### src/design/mbp_pkg.sv
`timescale 1ns / 1ps
// ----------------------------------------------------------------------------
// mbp_pkg
// Shared widths, codes and controller/datapath link types of the bit packer.
// ----------------------------------------------------------------------------
package mbp_pkg;

  localparam int unsigned MaxFieldBits = 32;
  localparam int unsigned CapW         = 24;
  localparam int unsigned PosW         = 28;
  localparam int unsigned CntW         = 6;
  localparam int unsigned MultW        = 8;
  localparam int unsigned ValW         = 32;
  localparam int unsigned WinW         = MaxFieldBits + 8;
  localparam int unsigned LeftW        = 3;

  // remainder unit resolves this many dividend bits per cycle
  localparam int unsigned RemStepBits  = 4;
  localparam int unsigned RemSteps     = PosW / RemStepBits;
  localparam int unsigned RemCntW      = 3;

  localparam logic [CapW-1:0] CapReset = 24'd65536;

  localparam logic CmdWrite = 1'b0;
  localparam logic CmdAlign = 1'b1;

  typedef struct packed {
    logic load;
    logic rem_start;
    logic plan;
    logic build;
    logic shift;
    logic finish;
  } ctl_cmd_t;

  typedef struct packed {
    logic needs_rem;
    logic rem_done;
    logic last_word;
  } ctl_stat_t;

endpackage

### src/design/msb_first_bit_packer.sv
`timescale 1ns / 1ps
// ----------------------------------------------------------------------------
// msb_first_bit_packer
// Packs fields MSB first into a byte buffer and reports every touched byte.
// ----------------------------------------------------------------------------
// Usage:
//   The slave stream takes one command word: tuser is the command (write or
//   align), tdata holds the field value, bit count and alignment multiple.
//   For each command the master stream gives one word per touched byte, in
//   address order, with the byte index and its full contents; the word with
//   tlast carries the dropped flag and the new bit position. A command that
//   writes nothing gives a single word with byte_valid low.
//   A write command gives k result words, k being 1 to 5. An align command
//   with a multiple of two or more also needs the bit position modulo the
//   multiple first; it comes from an iterative remainder unit that works
//   four bits per cycle. One command is in flight at a time; tready of the
//   slave side is high only when the last word of the previous one is gone.
//   A stalled master side holds the current word and the whole pipeline.
//   Reset clears the position and partial byte and sets the capacity to
//   65536 bytes; a write of the capacity register does the same with the new
//   capacity. Write it only while the block is idle.
// ----------------------------------------------------------------------------
module msb_first_bit_packer (
  input  logic                        clk_i,
  input  logic                        rst_ni,
  input  logic                        cfg_we_i,
  input  logic [mbp_pkg::CapW-1:0]    cfg_wdata_i,
  input  logic                        s_axis_tvalid,
  output logic                        s_axis_tready,
  // field_value[31:0], bit_count[37:32], align_multiple[45:38], zero fill
  input  logic [47:0]                 s_axis_tdata,
  // cmd[0]
  input  logic                        s_axis_tuser,
  output logic                        m_axis_tvalid,
  input  logic                        m_axis_tready,
  // byte_index[23:0], byte_value[31:24], bit_position[59:32], zero fill
  output logic [63:0]                 m_axis_tdata,
  // byte_valid[0], dropped[1]
  output logic [1:0]                  m_axis_tuser,
  output logic                        m_axis_tlast
);

  mbp_pkg::ctl_cmd_t          ctl;
  mbp_pkg::ctl_stat_t         stat;
  logic [mbp_pkg::CapW-1:0]   byte_index;
  logic [7:0]                 byte_value;
  logic                       byte_valid;
  logic                       dropped;
  logic [mbp_pkg::PosW-1:0]   bit_position;

  mbp_ctrl u_ctrl (
    .clk_i       (clk_i),
    .rst_ni      (rst_ni),
    .in_valid_i  (s_axis_tvalid),
    .in_ready_o  (s_axis_tready),
    .out_valid_o (m_axis_tvalid),
    .out_ready_i (m_axis_tready),
    .stat_i      (stat),
    .ctl_o       (ctl)
  );

  mbp_dpath u_dpath (
    .clk_i            (clk_i),
    .rst_ni           (rst_ni),
    .cfg_we_i         (cfg_we_i),
    .cfg_wdata_i      (cfg_wdata_i),
    .ctl_i            (ctl),
    .stat_o           (stat),
    .cmd_i            (s_axis_tuser),
    .field_value_i    (s_axis_tdata[31:0]),
    .bit_count_i      (s_axis_tdata[37:32]),
    .align_multiple_i (s_axis_tdata[45:38]),
    .byte_index_o     (byte_index),
    .byte_value_o     (byte_value),
    .byte_valid_o     (byte_valid),
    .dropped_o        (dropped),
    .bit_position_o   (bit_position),
    .last_o           (m_axis_tlast)
  );

  assign m_axis_tdata = {4'h0, bit_position, byte_value, byte_index};
  assign m_axis_tuser = {dropped, byte_valid};

  a_one_in_flight: assert property (@(posedge clk_i) disable iff (!rst_ni)
    s_axis_tready |-> !m_axis_tvalid)
    else $error("input taken while a word is pending");

  a_drop_is_last: assert property (@(posedge clk_i) disable iff (!rst_ni)
    m_axis_tvalid && m_axis_tuser[1] |-> m_axis_tlast && !m_axis_tuser[0])
    else $error("dropped flag on a non-final or byte word");

  a_inner_is_byte: assert property (@(posedge clk_i) disable iff (!rst_ni)
    m_axis_tvalid && !m_axis_tlast |-> m_axis_tuser[0] && m_axis_tdata[59:32] == '0)
    else $error("inner word without byte or with position");

  a_empty_word_zero: assert property (@(posedge clk_i) disable iff (!rst_ni)
    m_axis_tvalid && !m_axis_tuser[0] |-> m_axis_tdata[31:0] == '0)
    else $error("empty word carries byte data");

  a_next_byte_index: assert property (@(posedge clk_i) disable iff (!rst_ni)
    m_axis_tvalid && m_axis_tready && !m_axis_tlast |=>
      m_axis_tvalid && m_axis_tdata[23:0] == $past(m_axis_tdata[23:0]) + 24'd1)
    else $error("byte index did not advance");

endmodule

### src/design/mbp_rem.sv
`timescale 1ns / 1ps
// ----------------------------------------------------------------------------
// mbp_rem
// Iterative remainder of the bit position by the alignment multiple.
// ----------------------------------------------------------------------------
module mbp_rem (
  input  logic                            clk_i,
  input  logic                            rst_ni,
  input  logic                            start_i,
  input  logic [mbp_pkg::PosW-1:0]        dividend_i,
  input  logic [mbp_pkg::MultW-1:0]       divisor_i,
  output logic                            busy_o,
  output logic [mbp_pkg::MultW-1:0]       rem_o
);

  logic                         busy_q, busy_d;
  logic [mbp_pkg::RemCntW-1:0]  cnt_q, cnt_d;
  logic [mbp_pkg::PosW-1:0]     dvd_q, dvd_d;
  logic [mbp_pkg::MultW-1:0]    rem_q, rem_d;
  logic [mbp_pkg::MultW-1:0]    div_q, div_d;
  logic [mbp_pkg::MultW-1:0]    acc;
  logic [mbp_pkg::MultW:0]      trial;

  // restoring steps, remainder stays below the divisor
  always_comb begin
    acc   = rem_q;
    trial = '0;
    for (int i = 0; i < int'(mbp_pkg::RemStepBits); i++) begin
      trial = {acc, dvd_q[mbp_pkg::PosW-1-i]};
      if (trial >= {1'b0, div_q}) begin
        trial = trial - {1'b0, div_q};
      end
      acc = trial[mbp_pkg::MultW-1:0];
    end
  end

  always_comb begin
    busy_d = busy_q;
    cnt_d  = cnt_q;
    dvd_d  = dvd_q;
    rem_d  = rem_q;
    div_d  = div_q;
    if (start_i) begin
      busy_d = 1'b1;
      cnt_d  = '0;
      dvd_d  = dividend_i;
      rem_d  = '0;
      div_d  = divisor_i;
    end else if (busy_q) begin
      rem_d = acc;
      dvd_d = dvd_q << mbp_pkg::RemStepBits;
      cnt_d = cnt_q + 1'b1;
      if (cnt_q == mbp_pkg::RemCntW'(mbp_pkg::RemSteps - 1)) begin
        busy_d = 1'b0;
      end
    end
  end

  always_ff @(posedge clk_i or negedge rst_ni) begin
    if (!rst_ni) begin
      busy_q <= 1'b0;
      cnt_q  <= '0;
    end else begin
      busy_q <= busy_d;
      cnt_q  <= cnt_d;
    end
  end

  always_ff @(posedge clk_i) begin
    dvd_q <= dvd_d;
    rem_q <= rem_d;
    div_q <= div_d;
  end

  assign busy_o = busy_q;
  assign rem_o  = rem_q;

  a_rem_below_div: assert property (@(posedge clk_i) disable iff (!rst_ni)
    busy_q && cnt_q != '0 |-> rem_q < div_q)
    else $error("remainder not below divisor");

endmodule

### src/design/mbp_dpath.sv
`timescale 1ns / 1ps
// ----------------------------------------------------------------------------
// mbp_dpath
// Position, partial byte, byte window and result registers of the packer.
// ----------------------------------------------------------------------------
module mbp_dpath (
  input  logic                          clk_i,
  input  logic                          rst_ni,
  input  logic                          cfg_we_i,
  input  logic [mbp_pkg::CapW-1:0]      cfg_wdata_i,
  input  mbp_pkg::ctl_cmd_t             ctl_i,
  output mbp_pkg::ctl_stat_t            stat_o,
  input  logic                          cmd_i,
  input  logic [mbp_pkg::ValW-1:0]      field_value_i,
  input  logic [mbp_pkg::CntW-1:0]      bit_count_i,
  input  logic [mbp_pkg::MultW-1:0]     align_multiple_i,
  output logic [mbp_pkg::CapW-1:0]      byte_index_o,
  output logic [7:0]                    byte_value_o,
  output logic                          byte_valid_o,
  output logic                          dropped_o,
  output logic [mbp_pkg::PosW-1:0]      bit_position_o,
  output logic                          last_o
);

  localparam int unsigned WinW = mbp_pkg::WinW;

  logic [mbp_pkg::CapW-1:0]   cap_q;
  logic [mbp_pkg::PosW-1:0]   pos_q;
  logic [7:0]                 part_q;
  logic                       single_q;
  logic                       drop_q;
  logic [mbp_pkg::LeftW-1:0]  left_q;

  logic                       cmd_q;
  logic [mbp_pkg::ValW-1:0]   val_q;
  logic [mbp_pkg::CntW-1:0]   cnt_q;
  logic [mbp_pkg::MultW-1:0]  mult_q;
  logic [mbp_pkg::CntW-1:0]   n_q;
  logic [WinW-1:0]            win_q;
  logic [mbp_pkg::CapW-1:0]   idx_q;

  logic                       rem_busy;
  logic [mbp_pkg::MultW-1:0]  rem;

  logic [mbp_pkg::MultW-1:0]  n_full;
  logic [mbp_pkg::PosW:0]     pos_sum;
  logic [mbp_pkg::PosW:0]     limit;
  logic                       plan_drop;

  logic [2:0]                 off;
  logic [mbp_pkg::ValW:0]     mask_w;
  logic [mbp_pkg::ValW-1:0]   value;
  logic [5:0]                 sh;
  logic [5:0]                 span;
  logic [WinW-1:0]            win_d;
  logic [mbp_pkg::PosW-1:0]   new_pos;
  logic                       last_word;

  mbp_rem u_rem (
    .clk_i      (clk_i),
    .rst_ni     (rst_ni),
    .start_i    (ctl_i.rem_start),
    .dividend_i (pos_q),
    .divisor_i  (mult_q),
    .busy_o     (rem_busy),
    .rem_o      (rem)
  );

  // bit count of the item and the drop check
  always_comb begin
    if (cmd_q == mbp_pkg::CmdAlign) begin
      if (mult_q <= 8'd1 || rem == '0) begin
        n_full = '0;
      end else begin
        n_full = mult_q - rem;
      end
    end else begin
      n_full = {2'b00, cnt_q};
    end
    pos_sum   = {1'b0, pos_q} + {{(mbp_pkg::PosW + 1 - mbp_pkg::MultW){1'b0}}, n_full};
    limit     = {2'b00, cap_q, 3'b000};
    plan_drop = (n_full > mbp_pkg::MultW'(mbp_pkg::MaxFieldBits)) ||
                ((n_full != '0) && (pos_sum > limit));
  end

  // byte window: partial byte on top, field bits right after it
  always_comb begin
    off     = pos_q[2:0];
    mask_w  = (33'd1 << n_q) - 33'd1;
    value   = (cmd_q == mbp_pkg::CmdAlign) ? '0 : (val_q & mask_w[mbp_pkg::ValW-1:0]);
    sh      = 6'(WinW) - {3'b000, off} - n_q;
    win_d   = {part_q, {(WinW - 8){1'b0}}} | ({8'h00, value} << sh);
    span    = {3'b000, off} + n_q + 6'd7;
    new_pos = pos_q + {{(mbp_pkg::PosW - mbp_pkg::CntW){1'b0}}, n_q};
  end

  assign last_word = single_q || (left_q == mbp_pkg::LeftW'(1));

  always_ff @(posedge clk_i or negedge rst_ni) begin
    if (!rst_ni) begin
      cap_q    <= mbp_pkg::CapReset;
      pos_q    <= '0;
      part_q   <= '0;
      single_q <= 1'b1;
      drop_q   <= 1'b0;
      left_q   <= mbp_pkg::LeftW'(1);
    end else begin
      if (cfg_we_i) begin
        cap_q  <= cfg_wdata_i;
        pos_q  <= '0;
        part_q <= '0;
      end
      if (ctl_i.plan) begin
        drop_q   <= plan_drop;
        single_q <= plan_drop || (n_full == '0);
      end
      if (ctl_i.build) begin
        if (single_q) begin
          left_q <= mbp_pkg::LeftW'(1);
        end else begin
          left_q <= span[5:3];
          pos_q  <= new_pos;
        end
      end
      if (ctl_i.shift) begin
        left_q <= left_q - 1'b1;
      end
      // the last byte of the item becomes the partial byte
      if (ctl_i.finish && !single_q) begin
        part_q <= (pos_q[2:0] != 3'd0) ? win_q[WinW-1 -: 8] : 8'h00;
      end
    end
  end

  always_ff @(posedge clk_i) begin
    if (ctl_i.load) begin
      cmd_q  <= cmd_i;
      val_q  <= field_value_i;
      cnt_q  <= bit_count_i;
      mult_q <= align_multiple_i;
    end
    if (ctl_i.plan) begin
      n_q <= plan_drop ? '0 : n_full[mbp_pkg::CntW-1:0];
    end
    if (ctl_i.build) begin
      win_q <= win_d;
      idx_q <= pos_q[mbp_pkg::CapW+2:3];
    end
    if (ctl_i.shift) begin
      win_q <= win_q << 8;
      idx_q <= idx_q + 1'b1;
    end
  end

  assign stat_o.needs_rem = (cmd_q == mbp_pkg::CmdAlign) && (mult_q > 8'd1);
  assign stat_o.rem_done  = !rem_busy;
  assign stat_o.last_word = last_word;

  assign byte_valid_o   = !single_q;
  assign byte_index_o   = single_q ? '0 : idx_q;
  assign byte_value_o   = single_q ? 8'h00 : win_q[WinW-1 -: 8];
  assign dropped_o      = drop_q;
  assign bit_position_o = last_word ? pos_q : '0;
  assign last_o         = last_word;

endmodule

### src/design/mbp_ctrl.sv
`timescale 1ns / 1ps
// ----------------------------------------------------------------------------
// mbp_ctrl
// Sequencer of the packer: accept, remainder, plan, build, emit words.
// ----------------------------------------------------------------------------
module mbp_ctrl (
  input  logic                 clk_i,
  input  logic                 rst_ni,
  input  logic                 in_valid_i,
  output logic                 in_ready_o,
  output logic                 out_valid_o,
  input  logic                 out_ready_i,
  input  mbp_pkg::ctl_stat_t   stat_i,
  output mbp_pkg::ctl_cmd_t    ctl_o
);

  localparam logic [2:0] StIdle  = 3'd0;
  localparam logic [2:0] StPrep  = 3'd1;
  localparam logic [2:0] StRem   = 3'd2;
  localparam logic [2:0] StPlan  = 3'd3;
  localparam logic [2:0] StBuild = 3'd4;
  localparam logic [2:0] StEmit  = 3'd5;

  logic [2:0] state_q, state_d;

  always_comb begin
    state_d     = state_q;
    ctl_o       = '0;
    in_ready_o  = 1'b0;
    out_valid_o = 1'b0;
    case (state_q)
      StIdle: begin
        in_ready_o = 1'b1;
        if (in_valid_i) begin
          ctl_o.load = 1'b1;
          state_d    = StPrep;
        end
      end
      StPrep: begin
        if (stat_i.needs_rem) begin
          ctl_o.rem_start = 1'b1;
          state_d         = StRem;
        end else begin
          state_d = StPlan;
        end
      end
      StRem: begin
        if (stat_i.rem_done) begin
          state_d = StPlan;
        end
      end
      StPlan: begin
        ctl_o.plan = 1'b1;
        state_d    = StBuild;
      end
      StBuild: begin
        ctl_o.build = 1'b1;
        state_d     = StEmit;
      end
      StEmit: begin
        out_valid_o = 1'b1;
        if (out_ready_i) begin
          if (stat_i.last_word) begin
            ctl_o.finish = 1'b1;
            state_d      = StIdle;
          end else begin
            ctl_o.shift = 1'b1;
          end
        end
      end
      default: begin
        state_d = StIdle;
      end
    endcase
  end

  always_ff @(posedge clk_i or negedge rst_ni) begin
    if (!rst_ni) begin
      state_q <= StIdle;
    end else begin
      state_q <= state_d;
    end
  end

endmodule

### config.mk
export PLATFORM = sky130hd
export DESIGN_NAME = msb_first_bit_packer
export DESIGN_NICKNAME = d
export VERILOG_FILES = /design/src/design/mbp_pkg.sv /design/src/design/msb_first_bit_packer.sv /design/src/design/mbp_rem.sv /design/src/design/mbp_dpath.sv /design/src/design/mbp_ctrl.sv
export SDC_FILE = /design/constraint.sdc
export NUM_CORES = 1
export LEC_CHECK = 0
export BUFFER_PORTS_ARGS = -buffer_cell sky130_fd_sc_hd__buf_4
export CELL_PAD_IN_SITES_DETAIL_PLACEMENT = 0
export CELL_PAD_IN_SITES_GLOBAL_PLACEMENT = 1
export CORE_MARGIN = 1
export CORE_UTILIZATION = 42
export DETAILED_ROUTE_END_ITERATION = 12
export GPL_TIMING_DRIVEN = 0
export PLACE_DENSITY_LB_ADDON = 0.1
export SYNTH_ARGS = -nofsm -noshare
export SYNTH_HDL_FRONTEND = slang
export SYNTH_SLANG_ARGS = --single-unit
### constraint.sdc
create_clock -name clk_i -period 7.8 [get_ports clk_i]
set_input_delay 1.56 -clock clk_i [delete_from_list [all_inputs] [get_ports clk_i]]
set_output_delay 1.56 -clock clk_i [all_outputs]
set_load 0.01 [all_outputs]
==> flow_metrics.py <==
metrics = {
    "critical_path": {
        "cp-end-kind": "register",
        "r2r_cells": 35,
        "critical_path_class": "register to register",
        "timing.rr.start": "u_dpath.u_rem.div_q[2]$_DFFE_PP_",
        "crit_fanout": 9,
        "required_ns": 8.20,
        "r2r_end": "u_dpath.u_rem.rem_o[2]$_SDFFE_PP0P_",
        "arrival_ns": 7.84,
        "cp_slowest_stage_delay_ns": 0.41,
        "reg2reg_setup_slack_ns": 0.37,
        "start_kind": "register",
        "cp_slowest_cell": "mux2_2",
    },
    "power": {
        "vdd_drop_max_uv": 537.4,
        "p_per_area_mw_per_mm2": 548.6,
        "p_total_mw": 10.96,
        "p_leak_nw": 8.237,
    },
    "yosys": {
        "synth_compound_area_share_pct": 20.38,
        "ys_seq_elements": 233,
        "synth_area_leaders": "edfxtp_1, dfrtp_1, ha_1",
        "syn_area_per_cell_sq_um": 8.888,
        "syn-cell-area_sq_mm": 0.01699,
        "synth_top_family_by_area": "compound AO/OA/AOI/OAI gates",
        "synth_top_flop_cell": "edfxtp_1",
        "synth.area.mux_share_pct": 4.418,
        "yosys.area.top_type": "edfxtp_1",
        "synth-xor-area-share_pct": 4.484,
        "synth_edf_count": 145,
        "synth_top_area_share_pct": 25.62,
        "syn_inst": 1912,
        "synth_async_sr_flop_share_pct": 30.90,
        "yosysUniqueCellTypes": 92,
        "synthSimpleGateAreaFrac_pct": 19.22,
        "synth_fa_ha_area_share_pct": 7.834,
        "synth_seq_area_share_pct": 38.13,
        "synth_warnings": 0,
    },
    "floorplan": {
        "fp.dieW_um": 203.2,
        "die_y_um": 203.2,
        "die_area_sq_mm": 0.04127,
        "start_util_pct": 42.67,
        "rows": 73,
        "ioPinCount": 147,
        "core_sq_mm": 0.03982,
    },
    "global_routing": {
        "gr-total-overflow": 0,
        "grt_pass1_wl_um": 86800,
        "antenna_found_initial": 0,
        "grt_pass1_vias": 15070,
        "grt_max_degree": 73,
        "grtUsageTotal_pct": 26.93,
    },
    "placed_design": {
        "hpwlAfterDp_um": 42420,
        "gp_congestion": 0.9109,
        "place.port_buffers": 139,
        "dpl_worst_slack_ns": -1.075,
        "dpl_cell_area_sq_mm": 0.01875,
        "placed_cells_incl_taps": 2581,
    },
    "run_status": {
        "status": "complete, no violations",
    },
    "flow_run": {
        "cap_violations": 0,
    },
    "clock_network": {
        "cts_sinks": 233,
        "holdBufCountCts": 0,
        "clock-root-buffer": "clkbuf_16",
        "cts_buffers": 28,
        "clock_latency_ns": 0.57,
        "htree_num_levels": 1,
        "clk_path_buf_depth": 3,
        "clk_pin_slew_ns": 0.06,
        "cts_tree": "built",
    },
    "cells_and_area": {
        "register_area_sq_mm": 0.006480,
        "multi_input_area_sq_mm": 0.009738,
        "final_cell_mix": "nand2_1, buf_4, edfxtp_1",
        "num_antenna_cells": 0,
        "nets": 2278,
        "n_fill_cell": 3814,
        "drive_above_1_share_pct": 14.29,
        "area_growth_pct": 17.60,
        "post-route-util_pct": 50.18,
        "fin_area_sq_mm": 0.01998,
        "fin_cells": 2646,
        "layout_commonest_cell": "nand2_1",
    },
    "timing": {
        "finalClockSkew_ns": 0.01982,
        "setup_ws_ns": 0.3661,
        "hold_viol": 0,
        "setup_violations": 0,
        "relSlewSlack_pct": 30.81,
        "worstMarginPinSlew_ns": 1.038,
        "layout_min_cycle_time_ns": 7.434,
        "fin_hold_ws_ns": 0.4659,
        "fin_tns_setup_ns": 0,
        "report.final.slew_viol_count": 0,
        "fmax_mhz": 134.5,
        "period_share_pct": 95.31,
    },
    "routing": {
        "first_iter_violations": 1411,
        "drt-wirelength-per-cell_um": 21.05,
        "firstDrtPassIters": 6,
        "drc": 0,
        "wirelength_um": 55700,
        "viasPerCell": 5.827,
        "routed-via-count": 15420,
        "ant_nets": 0,
    },
    "min_path": {
        "min_delay_path_depth": 2,
        "holdCritPathClass": "register to register",
        "worstHoldStart": "u_dpath.win_q[6]$_SDFFE_PP0P_",
        "min_to": "u_dpath.win_q[6]$_SDFFE_PP0P_",
    },
}
## kinds of logic (layout without fill, tap and decap cells)
family | count (synthesis) | after routing
and+or+nand+nor | 674 | 674
AOI/OAI and AO/OA | 513 | 513
buffers and inverters | 236 | 442
DFF | 233 | 233
adders and majority gates | 101 | 101
xor gates and xnor gates | 87 | 87
muxes | 67 | 67
other | 1 | 4
## metal layers
metal	global-route usage (%)	wire length [um]	vias up
met5	0	0	-
met4	11.82	2497	0
met3	2.876	2650	137
met2	45.01	26430	500
met1	35.27	24120	7442
li1	-	-	7338
## sequential cells by signal, indices dropped and copies added, names as in the netlist, 6 cells and up
signal	count
u_dpath.u_rem.dvd_q	28
u_dpath.cap_q	24
u_dpath.u_rem.div_q	8
u_dpath.u_rem.rem_o	8
u_dpath.win_q	40
u_dpath.part_q	8
u_dpath.cnt_q	6
u_dpath.pos_q	28
u_dpath.n_q	6
u_dpath.idx_q	24
u_dpath.val_q	32
u_dpath.mult_q	8
## critical path, delay by kind of cell (launching register included)
family | cells | cell delay (ns)
compound gates | 14 | 2.65
fa+ha+maj | 4 | 1.17
buf+inv | 6 | 0.83
flops | 1 | 0.38
mux | 3 | 1.18
simple gates | 8 | 1.07
## final cells by class
type / instances / share of cell area (%)
clock inverters: 17 / 1.014
inverters: 111 / 2.085
plain buffers: 125 / 2.636
repair buffers: 154 / 5.929
clock buffers: 35 / 3.894
well taps: 525 / 3.287
multi-input cells: 1446 / 48.73
flip-flops and latches: 233 / 32.43
## how the worst max path moves through the flow
stage | to | cells past startpoint | start | slack, ns
global route | u_dpath.u_rem.rem_o[2]$_SDFFE_PP0P_ | 35 | u_dpath.u_rem.dvd_q[27]$_DFFE_PP_ | -0.06
finish | u_dpath.u_rem.rem_o[2]$_SDFFE_PP0P_ | 35 | u_dpath.u_rem.div_q[2]$_DFFE_PP_ | 0.37
CTS | u_dpath.u_rem.rem_o[2]$_SDFFE_PP0P_ | 33 | u_dpath.u_rem.div_q[4]$_DFFE_PP_ | 0.02
detailed placement | u_dpath.u_rem.rem_o[2]$_SDFFE_PP0P_ | 35 | u_dpath.u_rem.div_q[4]$_DFFE_PP_ | -1.07
floorplan | u_dpath.u_rem.rem_o[0]$_SDFFE_PP0P_ | 35 | u_dpath.u_rem.div_q[4]$_DFFE_PP_ | 0.36
global placement | u_dpath.u_rem.rem_o[1]$_SDFFE_PP0P_ | 35 | u_dpath.u_rem.div_q[4]$_DFFE_PP_ | -0.87
## cell usage after synthesis, types with 9 or more instances
cell type    n
dfrtp_1     69
and2_1      18
nand3_1     54
nand2_1    237
a21o_1      25
nor2b_1     79
a21oi_1     95
dfxtp_1     16
o21a_1      28
buf_2       11
nand2b_1    12
ha_1        92
o21ai_1     11
nor2_1     125
inv_1      109
o211ai_1    21
a22o_1      26
clkbuf_1    97
a22oi_1     11
o21ai_0    131
a211oi_1    13
o221ai_1    15
mux2_2      24
or3_1       14
and3_1      30
edfxtp_1   145
nor4_1      12
xnor2_1     40
nand4_1     25
buf_1        9
xor2_1      47
fa_1         9
mux2i_1     39
o31ai_1     11
a31oi_1     18
nor3_1      35
## power by group
| part | internal, mW | switching [mW] | total [mW] |
|---|---|---|---|
| clock network | 0.840 | 0.545 | 1.39 |
| registers | 1.71 | 0.172 | 1.88 |
| logic | 3.15 | 4.54 | 7.70 |
## timing repair
item,CTS,global route
setup endpoints to repair,8,13
endpoints found under the hold margin,0,0
pin swaps,3,6
gates resized for setup,11,27
buffers inserted,5,8
(Power assumes the default switching activity.)
